### src/hw/rtl/act_pkg.sv
// ----------------------------------------------------------------------------
// act_pkg
// Shared types, widths and codes of the ARP cache table.
// ----------------------------------------------------------------------------
package act_pkg;

	localparam int DEF_TABLE_ENTRIES    = 16;
	localparam int DEF_MIN_PACKET_BYTES = 28;
	localparam int QUEUE_DEPTH          = 2;

	localparam int PLEN_W   = 11;
	localparam int HTYPE_W  = 16;
	localparam int PROTO_W  = 8;
	localparam int IP_W     = 32;
	localparam int MAC_W    = 48;
	localparam int STATUS_W = 3;

	localparam logic CMD_LEARN  = 1'b0;
	localparam logic CMD_LOOKUP = 1'b1;

	localparam logic [HTYPE_W-1:0] HW_TYPE_ETHERNET = 16'd1;
	localparam logic [PROTO_W-1:0] IPV4_ADDR_BYTES  = 8'd4;

	typedef enum logic [STATUS_W-1:0] {
		ST_STORED   = 3'd0,
		ST_SHORT    = 3'd1,
		ST_BAD_TYPE = 3'd2,
		ST_FULL     = 3'd3,
		ST_HIT      = 3'd4,
		ST_MISS     = 3'd5
	} act_status_t;

	typedef enum logic [1:0] {
		OP_SHORT,
		OP_BAD_TYPE,
		OP_LEARN,
		OP_LOOKUP
	} act_op_t;

	typedef struct packed {
		act_op_t          op;
		logic [IP_W-1:0]  ip;
		logic [MAC_W-1:0] mac;
	} act_item_t;

endpackage

### src/hw/rtl/act_front.sv
// ----------------------------------------------------------------------------
// act_front
// Accepts command transfers, classifies them and hands them to the queue.
// ----------------------------------------------------------------------------
module act_front import act_pkg::*; #(
	parameter int MIN_PACKET_BYTES = DEF_MIN_PACKET_BYTES
) (
	input  logic               clk,
	input  logic               arst_n,
	input  logic               cmd_valid,
	output logic               cmd_stall,
	input  logic               command,
	input  logic [PLEN_W-1:0]  packet_length,
	input  logic [HTYPE_W-1:0] hardware_type,
	input  logic [PROTO_W-1:0] protocol_length,
	input  logic [IP_W-1:0]    ip_address,
	input  logic [MAC_W-1:0]   src_mac,
	output logic               push,
	output act_item_t          push_item,
	input  logic               q_full
);

	logic      slot_vld_q;
	act_item_t slot_item_q;
	act_item_t cls_item;
	logic      accept;

	always_comb begin
		cls_item.ip  = ip_address;
		cls_item.mac = src_mac;
		if (command == CMD_LOOKUP) begin
			cls_item.op = OP_LOOKUP;
		end else if (packet_length < PLEN_W'(MIN_PACKET_BYTES)) begin
			cls_item.op = OP_SHORT;
		end else if (hardware_type != HW_TYPE_ETHERNET ||
		             protocol_length != IPV4_ADDR_BYTES) begin
			cls_item.op = OP_BAD_TYPE;
		end else begin
			cls_item.op = OP_LEARN;
		end
	end

	assign cmd_stall = slot_vld_q && q_full;
	assign accept    = cmd_valid && !cmd_stall;
	assign push      = slot_vld_q && !q_full;
	assign push_item = slot_item_q;

	always_ff @(posedge clk or negedge arst_n) begin
		if (!arst_n) begin
			slot_vld_q <= 1'b0;
		end else if (accept) begin
			slot_vld_q <= 1'b1;
		end else if (push) begin
			slot_vld_q <= 1'b0;
		end
	end

	always_ff @(posedge clk) begin
		if (accept) begin
			slot_item_q <= cls_item;
		end
	end

endmodule

### src/hw/rtl/act_queue.sv
// ----------------------------------------------------------------------------
// act_queue
// Short FIFO of classified items between front and back end.
// ----------------------------------------------------------------------------
module act_queue import act_pkg::*; (
	input  logic      clk,
	input  logic      arst_n,
	input  logic      push,
	input  act_item_t push_item,
	output logic      full,
	input  logic      pop,
	output logic      pop_vld,
	output act_item_t pop_item
);

	localparam int PTR_W = (QUEUE_DEPTH > 1) ? $clog2(QUEUE_DEPTH) : 1;
	localparam int CNT_W = $clog2(QUEUE_DEPTH + 1);

	act_item_t        mem_q [QUEUE_DEPTH];
	logic [PTR_W-1:0] wr_ptr_q;
	logic [PTR_W-1:0] rd_ptr_q;
	logic [CNT_W-1:0] cnt_q;
	logic             do_push;
	logic             do_pop;

	assign full     = (cnt_q == CNT_W'(QUEUE_DEPTH));
	assign pop_vld  = (cnt_q != '0);
	assign pop_item = mem_q[rd_ptr_q];
	assign do_push  = push && !full;
	assign do_pop   = pop && pop_vld;

	always_ff @(posedge clk or negedge arst_n) begin
		if (!arst_n) begin
			wr_ptr_q <= '0;
			rd_ptr_q <= '0;
			cnt_q    <= '0;
		end else begin
			if (do_push) begin
				wr_ptr_q <= PTR_W'(wr_ptr_q + 1'b1);
			end
			if (do_pop) begin
				rd_ptr_q <= PTR_W'(rd_ptr_q + 1'b1);
			end
			if (do_push && !do_pop) begin
				cnt_q <= CNT_W'(cnt_q + 1'b1);
			end else if (do_pop && !do_push) begin
				cnt_q <= CNT_W'(cnt_q - 1'b1);
			end
		end
	end

	always_ff @(posedge clk) begin
		if (do_push) begin
			mem_q[wr_ptr_q] <= push_item;
		end
	end

endmodule

### src/hw/rtl/act_back.sv
// ----------------------------------------------------------------------------
// act_back
// Table memory, fill count and scan engine; drives the response register.
// ----------------------------------------------------------------------------
module act_back import act_pkg::*; #(
	parameter int TABLE_ENTRIES = DEF_TABLE_ENTRIES
) (
	input  logic                clk,
	input  logic                arst_n,
	input  logic                q_vld,
	input  act_item_t           q_item,
	output logic                q_pop,
	output logic                rsp_valid,
	input  logic                rsp_stall,
	output logic [STATUS_W-1:0] status,
	output logic                found,
	output logic [MAC_W-1:0]    mac_address
);

	localparam int CNT_W = $clog2(TABLE_ENTRIES + 1);
	localparam int IDX_W = (TABLE_ENTRIES > 1) ? $clog2(TABLE_ENTRIES) : 1;

	typedef enum logic [1:0] {
		S_IDLE,
		S_SCAN,
		S_RESP
	} state_t;

	state_t           state_q;
	logic [CNT_W-1:0] fill_q;
	logic [CNT_W-1:0] scan_q;
	logic [IP_W-1:0]  key_q;
	logic             rsp_valid_q;
	act_status_t      rsp_status_q;
	logic             rsp_found_q;
	logic [MAC_W-1:0] rsp_mac_q;
	act_status_t      res_status_q;
	logic             res_found_q;
	logic [MAC_W-1:0] res_mac_q;
	logic             rd_vld_s1;
	logic             rd_last_s1;
	logic [IP_W-1:0]  rd_ip_s1;
	logic [MAC_W-1:0] rd_mac_s1;

	logic [IP_W-1:0]  mem_ip  [TABLE_ENTRIES];
	logic [MAC_W-1:0] mem_mac [TABLE_ENTRIES];

	logic out_free;
	logic table_full;
	logic wr_en;
	logic rd_issue;
	logic rsp_load;

	assign out_free   = !rsp_valid_q || !rsp_stall;
	assign table_full = (fill_q == CNT_W'(TABLE_ENTRIES));
	assign rd_issue   = (state_q == S_SCAN) && (scan_q != fill_q);
	assign wr_en      = q_pop && (q_item.op == OP_LEARN) && !table_full;
	assign rsp_load   = (state_q == S_IDLE && q_pop &&
	                     (q_item.op != OP_LOOKUP || fill_q == '0)) ||
	                    (state_q == S_RESP && out_free);

	always_comb begin
		q_pop = 1'b0;
		if (state_q == S_IDLE && q_vld) begin
			if (q_item.op == OP_LOOKUP && fill_q != '0) begin
				q_pop = 1'b1;
			end else begin
				q_pop = out_free;
			end
		end
	end

	always_ff @(posedge clk) begin
		if (wr_en) begin
			mem_ip[fill_q[IDX_W-1:0]]  <= q_item.ip;
			mem_mac[fill_q[IDX_W-1:0]] <= q_item.mac;
		end
		if (rd_issue) begin
			rd_ip_s1  <= mem_ip[scan_q[IDX_W-1:0]];
			rd_mac_s1 <= mem_mac[scan_q[IDX_W-1:0]];
		end
	end

	always_ff @(posedge clk or negedge arst_n) begin
		if (!arst_n) begin
			state_q      <= S_IDLE;
			fill_q       <= '0;
			scan_q       <= '0;
			key_q        <= '0;
			rsp_valid_q  <= 1'b0;
			rsp_status_q <= ST_MISS;
			rsp_found_q  <= 1'b0;
			rsp_mac_q    <= '0;
			res_status_q <= ST_MISS;
			res_found_q  <= 1'b0;
			res_mac_q    <= '0;
			rd_vld_s1    <= 1'b0;
			rd_last_s1   <= 1'b0;
		end else begin
			if (rsp_load) begin
				rsp_valid_q <= 1'b1;
			end else if (!rsp_stall) begin
				rsp_valid_q <= 1'b0;
			end
			rd_vld_s1  <= rd_issue;
			rd_last_s1 <= (CNT_W'(scan_q + 1'b1) == fill_q);
			case (state_q)
				S_IDLE: begin
					if (q_pop) begin
						case (q_item.op)
							OP_SHORT: begin
								rsp_status_q <= ST_SHORT;
								rsp_found_q  <= 1'b0;
								rsp_mac_q    <= '0;
							end
							OP_BAD_TYPE: begin
								rsp_status_q <= ST_BAD_TYPE;
								rsp_found_q  <= 1'b0;
								rsp_mac_q    <= '0;
							end
							OP_LEARN: begin
								rsp_status_q <= table_full ? ST_FULL : ST_STORED;
								rsp_found_q  <= 1'b0;
								rsp_mac_q    <= '0;
								if (!table_full) begin
									fill_q <= CNT_W'(fill_q + 1'b1);
								end
							end
							OP_LOOKUP: begin
								if (fill_q == '0) begin
									rsp_status_q <= ST_MISS;
									rsp_found_q  <= 1'b0;
									rsp_mac_q    <= '0;
								end else begin
									key_q   <= q_item.ip;
									scan_q  <= '0;
									state_q <= S_SCAN;
								end
							end
							default: begin
								state_q <= S_IDLE;
							end
						endcase
					end
				end
				S_SCAN: begin
					if (rd_issue) begin
						scan_q <= CNT_W'(scan_q + 1'b1);
					end
					if (rd_vld_s1) begin
						if (rd_ip_s1 == key_q) begin
							res_status_q <= ST_HIT;
							res_found_q  <= 1'b1;
							res_mac_q    <= rd_mac_s1;
							state_q      <= S_RESP;
						end else if (rd_last_s1) begin
							res_status_q <= ST_MISS;
							res_found_q  <= 1'b0;
							res_mac_q    <= '0;
							state_q      <= S_RESP;
						end
					end
				end
				S_RESP: begin
					if (out_free) begin
						rsp_status_q <= res_status_q;
						rsp_found_q  <= res_found_q;
						rsp_mac_q    <= res_mac_q;
						state_q      <= S_IDLE;
					end
				end
				default: begin
					state_q <= S_IDLE;
				end
			endcase
		end
	end

	assign rsp_valid   = rsp_valid_q;
	assign status      = rsp_status_q;
	assign found       = rsp_found_q;
	assign mac_address = rsp_mac_q;

endmodule

### src/hw/rtl/arp_cache_table.sv
// ----------------------------------------------------------------------------
// arp_cache_table
// Fixed table of IP-to-MAC pairs with learn and lookup commands.
// ----------------------------------------------------------------------------
// Command channel (cmd_valid/cmd_stall): command 0 learns the sender pair of
// a received ARP packet, command 1 looks up ip_address. Response channel
// (rsp_valid/rsp_stall) returns exactly one transfer per command, in order:
// status, found and mac_address.
// A learn or rejected command passes through the front slot, a queue entry
// and the response register before it can be taken from the response channel.
// For a lookup the back end reads the filled entries of the table memory one
// entry per cycle and stops at the first match. Entries fill from index 0
// upward and are never removed, so a fill count stands in for per-entry valid
// bits. The back end takes one learn per cycle while the response is not
// stalled; a lookup holds it until its response is loaded. The front slot
// and a two-entry queue take up to three further commands while the back end
// works or the response waits. Reset empties the table, the queue and the
// response register. While rsp_stall is high the response holds; the back
// end then stops, the queue fills and cmd_stall rises.
// ----------------------------------------------------------------------------
module arp_cache_table import act_pkg::*; #(
	parameter int TABLE_ENTRIES    = DEF_TABLE_ENTRIES,
	parameter int MIN_PACKET_BYTES = DEF_MIN_PACKET_BYTES
) (
	input  logic                clk,
	input  logic                arst_n,
	input  logic                cmd_valid,
	output logic                cmd_stall,
	input  logic                command,
	input  logic [PLEN_W-1:0]   packet_length,
	input  logic [HTYPE_W-1:0]  hardware_type,
	input  logic [PROTO_W-1:0]  protocol_length,
	input  logic [IP_W-1:0]     ip_address,
	input  logic [MAC_W-1:0]    src_mac,
	output logic                rsp_valid,
	input  logic                rsp_stall,
	output logic [STATUS_W-1:0] status,
	output logic                found,
	output logic [MAC_W-1:0]    mac_address
);

	logic      push;
	act_item_t push_item;
	logic      q_full;
	logic      q_pop;
	logic      q_vld;
	act_item_t q_item;

	act_front #(
		.MIN_PACKET_BYTES(MIN_PACKET_BYTES)
	) u_front (
		.clk             (clk),
		.arst_n          (arst_n),
		.cmd_valid       (cmd_valid),
		.cmd_stall       (cmd_stall),
		.command         (command),
		.packet_length   (packet_length),
		.hardware_type   (hardware_type),
		.protocol_length (protocol_length),
		.ip_address      (ip_address),
		.src_mac         (src_mac),
		.push            (push),
		.push_item       (push_item),
		.q_full          (q_full)
	);

	act_queue u_queue (
		.clk       (clk),
		.arst_n    (arst_n),
		.push      (push),
		.push_item (push_item),
		.full      (q_full),
		.pop       (q_pop),
		.pop_vld   (q_vld),
		.pop_item  (q_item)
	);

	act_back #(
		.TABLE_ENTRIES(TABLE_ENTRIES)
	) u_back (
		.clk         (clk),
		.arst_n      (arst_n),
		.q_vld       (q_vld),
		.q_item      (q_item),
		.q_pop       (q_pop),
		.rsp_valid   (rsp_valid),
		.rsp_stall   (rsp_stall),
		.status      (status),
		.found       (found),
		.mac_address (mac_address)
	);

endmodule

### config.mk
export PLATFORM = sky130hd
export DESIGN_NAME = arp_cache_table
export DESIGN_NICKNAME = d
export VERILOG_FILES = /design/src/hw/rtl/act_pkg.sv /design/src/hw/rtl/act_front.sv /design/src/hw/rtl/act_queue.sv /design/src/hw/rtl/act_back.sv /design/src/hw/rtl/arp_cache_table.sv
export SDC_FILE = /design/constraint.sdc
export NUM_CORES = 2
export LEC_CHECK = 0
export ABC_AREA = 1
export CORE_ASPECT_RATIO = 0.6
export CORE_MARGIN = 10
export CORE_UTILIZATION = 40
export DETAILED_ROUTE_END_ITERATION = 12
export DONT_BUFFER_PORTS = 1
export PLACE_DENSITY = 0.56
export SYNTH_ARGS = -nofsm -noshare
export SYNTH_HDL_FRONTEND = slang
export SYNTH_SLANG_ARGS = --single-unit
export TNS_END_PERCENT = 50
### constraint.sdc
create_clock -name clk -period 15.6 [get_ports clk]
set_input_delay 3.12 -clock clk [delete_from_list [all_inputs] [get_ports clk]]
set_output_delay 3.12 -clock clk [all_outputs]
set_load 0.02 [all_outputs]
==> flow_summary.toml <==
[critical_path]
crit_slowest_cell = "nor2_4"
cp.required_ns = 15.96
worstSetupEndpointType = "register"
critPathBufInv = 3
cp-start-kind = "input pin"
reg2reg_from = "u_back.scan_q[1]$_DFFE_PN0P_"
reg2regPathDepth = 7
critical_path_class = "input pin to register"
cpPeakStageDelay_ns = 0.77
worstPathCellList = "nand2_1, inv_1, nand2_2, nand2_4, nor2_8, nand2_1, nor2_4, buf_4, buf_4"
timing.rr.end = "u_back.rd_mac_s1[3]$_DFFE_PP_"
crit_family = "simple AND/OR/NAND/NOR gates"
reg2reg_setup_slack_ns = 10.53
path_max_fanout = 39
arrival_ns = 6.15

[die]
core_area_mm2 = 0.167
start_util_pct = 40.2
row_count = 116
dieArea_mm2 = 0.185
pin_count = 174
die_h_um = 337
fp.dieW_um = 549

[drt]
wl_mm = 178
viasPerCell = 5.46
wire_per_inst_um = 24.5
drtPass1Iterations = 6
drc = 0
initialDrtViolationCount = 4202
vias = 39600
ant_nets = 0

[grt]
grt.overflow.total = 0
grt_pass1_wl_mm = 261
track_usage_pct = 18.6
grt_max_degree = 234
grt_pass1_vias = 38200
antenna_found_initial = 8

[pwr]
powerDensity_mw_per_mm2 = 194
pwr-share-comb_pct = 27.3
seq_power_share_pct = 46.0
p_int_mw = 9.31
power.switching_mw = 5.08
p_leak_nw = 25.4
p_clk_share_pct = 26.6
switching_share_pct = 35.3
vdd_drop_max_mv = 0.174

[logic_synthesis]
yosys.cell_types.count = 39
synth_xor_area_share_pct = 0.561
syn_nets = 5082
synthSimpleGateAreaFrac_pct = 11.2
yosysWarnings = 0
ys.flop_type = "edfxtp_1"
synth_compound_area_share_pct = 7.84
synthMuxAreaShare_pct = 0
ys_ff_latch = 1760
yosysSeqAreaShare_pct = 77.6
synthCells = 4956
ys_async_sr_fraction_pct = 8.75
synth_top_family_by_area = "simple AND/OR/NAND/NOR gates"
syn_area_per_cell_um2 = 13.5
synth_edf_count = 1606
synth_area_mm2 = 0.0671
synth_adder_area_share_pct = 0.112

[placement]
io_buffer_count = 0
post_dp_cell_area_mm2 = 0.0693
gp_congestion = 0.725
dp_hpwl_mm = 88.3

[sta]
worst_slew_pin_slew_ns = 1.20
slew_violations = 0
skew_ns = 0.0688
slew_headroom_pct = 20.2
rsz0062_at_grt = "false"
setup_tns_ns = 0
finalCriticalPeriod_ns = 5.79
finalHoldViolations = 0
max_freq_mhz = 173
final-setup-viol-count = 0
post-route-period-util_pct = 37.1

[clock_tree]
insertion_delay_ns = 0.80
cts_buffer_depth = 4
cts_resized = 0
path_clk_slew_ns = 0.06
clock_sinks = 1760
cts_root_buf = "clkbuf_16"
cts_tree = "yes"
cts_inserted_buffers = 166
cts_setup_buffers = 0
htree_levels = 4
hold_buffers = 0

[cells_and_area]
area_delta_synth_final_pct = 10.7
fin_util_pct = 44.5
fin_area_mm2 = 0.0743
nets = 5005
drive_gt1_share_pct = 6.80

[worst_hold_path]
hold_class = "register to register"
hold_start = "u_front.push_item[5]$_DFFE_PP_"
worstHoldPathCells = 0
whs_endpoint = "u_queue.mem_q[1][5]$_DFFE_PP_"

[run]
maxCapViolCount = 0

[status]
outcome = "finished clean"
-- cell usage in the layout, fill, tap and decap left out, types with 30 or more instances in the layout --
master	synthesis	routed
edfxtp_1	1606	1606
nand2_1	1065	1061
nor2_1	435	417
o21ai_0	336	336
nand3_1	193	193
a21oi_1	187	187
clkbuf_16	0	170
dfrtp_1	151	144
nand4_1	121	121
o22ai_1	93	93
o21ai_1	93	93
a221oi_1	92	92
inv_1	89	87
o221ai_1	68	68
buf_4	11	64
clkbuf_1	166	49
xnor2_1	30	30
-- stage by stage --
| stage | cells | total power, mW | setup slack [ns] | hold slack [ns] |
|---|---|---|---|---|
| floorplan | 4956 | 9.16 | 8.02 | 0.421 |
| global placement | 6953 | 10.6 | 9.05 | 0.423 |
| detailed placement | 6953 | 10.7 | 9.01 | 0.431 |
| CTS | 7243 | 14.5 | 9.81 | 0.442 |
| global route | 7244 | 15.1 | 9.66 | 0.454 |
| finish | 7245 | 14.4 | 9.81 | 0.441 |
-- cells in the mapped netlist (all sizes together) (27+ instances only) --
cell,instances,area (um2)
a221oi,92,806
o22ai,93,582
buf,147,763
nand3,194,976
edfxtp,1606,48200
nand2,1069,4030
nand4,121,757
inv,98,368
o221ai,68,596
o21ai,431,2170
clkbuf,167,628
xnor2,30,263
a31oi,27,169
a21oi,187,936
dfrtp,151,3780
nor2,439,1680
-- worst max path at each step --
| stage | start | endpoint | slack [ns] | cells after the start |
|---|---|---|---|---|
| 2_1_floorplan | rsp_stall | u_back.mem_ip[10][0]$_DFFE_PP_ | 8.02 | 7 |
| 3_3_place_gp | rsp_stall | u_back.mem_ip[2][4]$_DFFE_PP_ | 9.05 | 9 |
| 3_5_place_dp | rsp_stall | u_back.mem_ip[1][18]$_DFFE_PP_ | 9.01 | 9 |
| 4_1_cts | rsp_stall | u_back.mem_ip[1][18]$_DFFE_PP_ | 9.81 | 9 |
| 5_1_grt | rsp_stall | u_back.mem_ip[1][18]$_DFFE_PP_ | 9.66 | 9 |
| 6_report | rsp_stall | u_back.mem_ip[1][18]$_DFFE_PP_ | 9.81 | 9 |
-- sequential cells by signal (all words and copies together), names as in the netlist, 32 cells and up --
signal	flops
u_back.mem_mac	768
u_back.mem_ip	512
u_queue.mem_q	164
u_front.push_item	82
u_back.mac_address	48
u_back.rd_mac_s1	48
u_back.res_mac_q	48
u_back.key_q	32
u_back.rd_ip_s1	32
-- layer usage --
layer	GRT usage, %	vias up	part of all wire, %
met2	28.6	1462	45
met4	4.10	4	2.2
met3	3.91	289	7.7
met1	27.3	19900	45
li1	-	18000	-
met5	0	-	0.015
-- logic make-up after synthesis --
group	count (synthesis)
simple gates	1835
flops	1760
compound gates	898
buf+inv	414
xor+xnor	43
fa+ha+maj	6
-- layout make-up --
cell class	count	area, um2
Sequential cell	1760	52100
Antenna cell	2	5.00
Fill cell	14900	92500
Tap cell	2242	2810
Clock inverter	67	474
Inverter	100	403
Clock buffer	223	4490
Multi-Input combinational cell	2782	13400
Timing Repair Buffer	69	581
-- power by group through the flow --
stage / Clock (mW) / Sequential (mW) / Combinational [mW]
finish: 3.83 / 6.62 / 3.93
global route: 4.11 / 6.66 / 4.35
CTS: 3.91 / 6.62 / 3.95
detailed placement: 0 / 6.72 / 3.95
global placement: 0 / 6.71 / 3.87
floorplan: 0 / 6.55 / 2.62
-- worst reg2reg max path, cell delays in order (launching register included) --
cell	delay, ns
dfrtp_4	1.09
inv_4	0.56
nand2_4	0.86
clkinv_2	1.00
buf_4	0.69
nand3_1	0.22
nand4_1	0.17
nand2_1	0.26
Note: power is estimated with default switching activity, not from simulation.
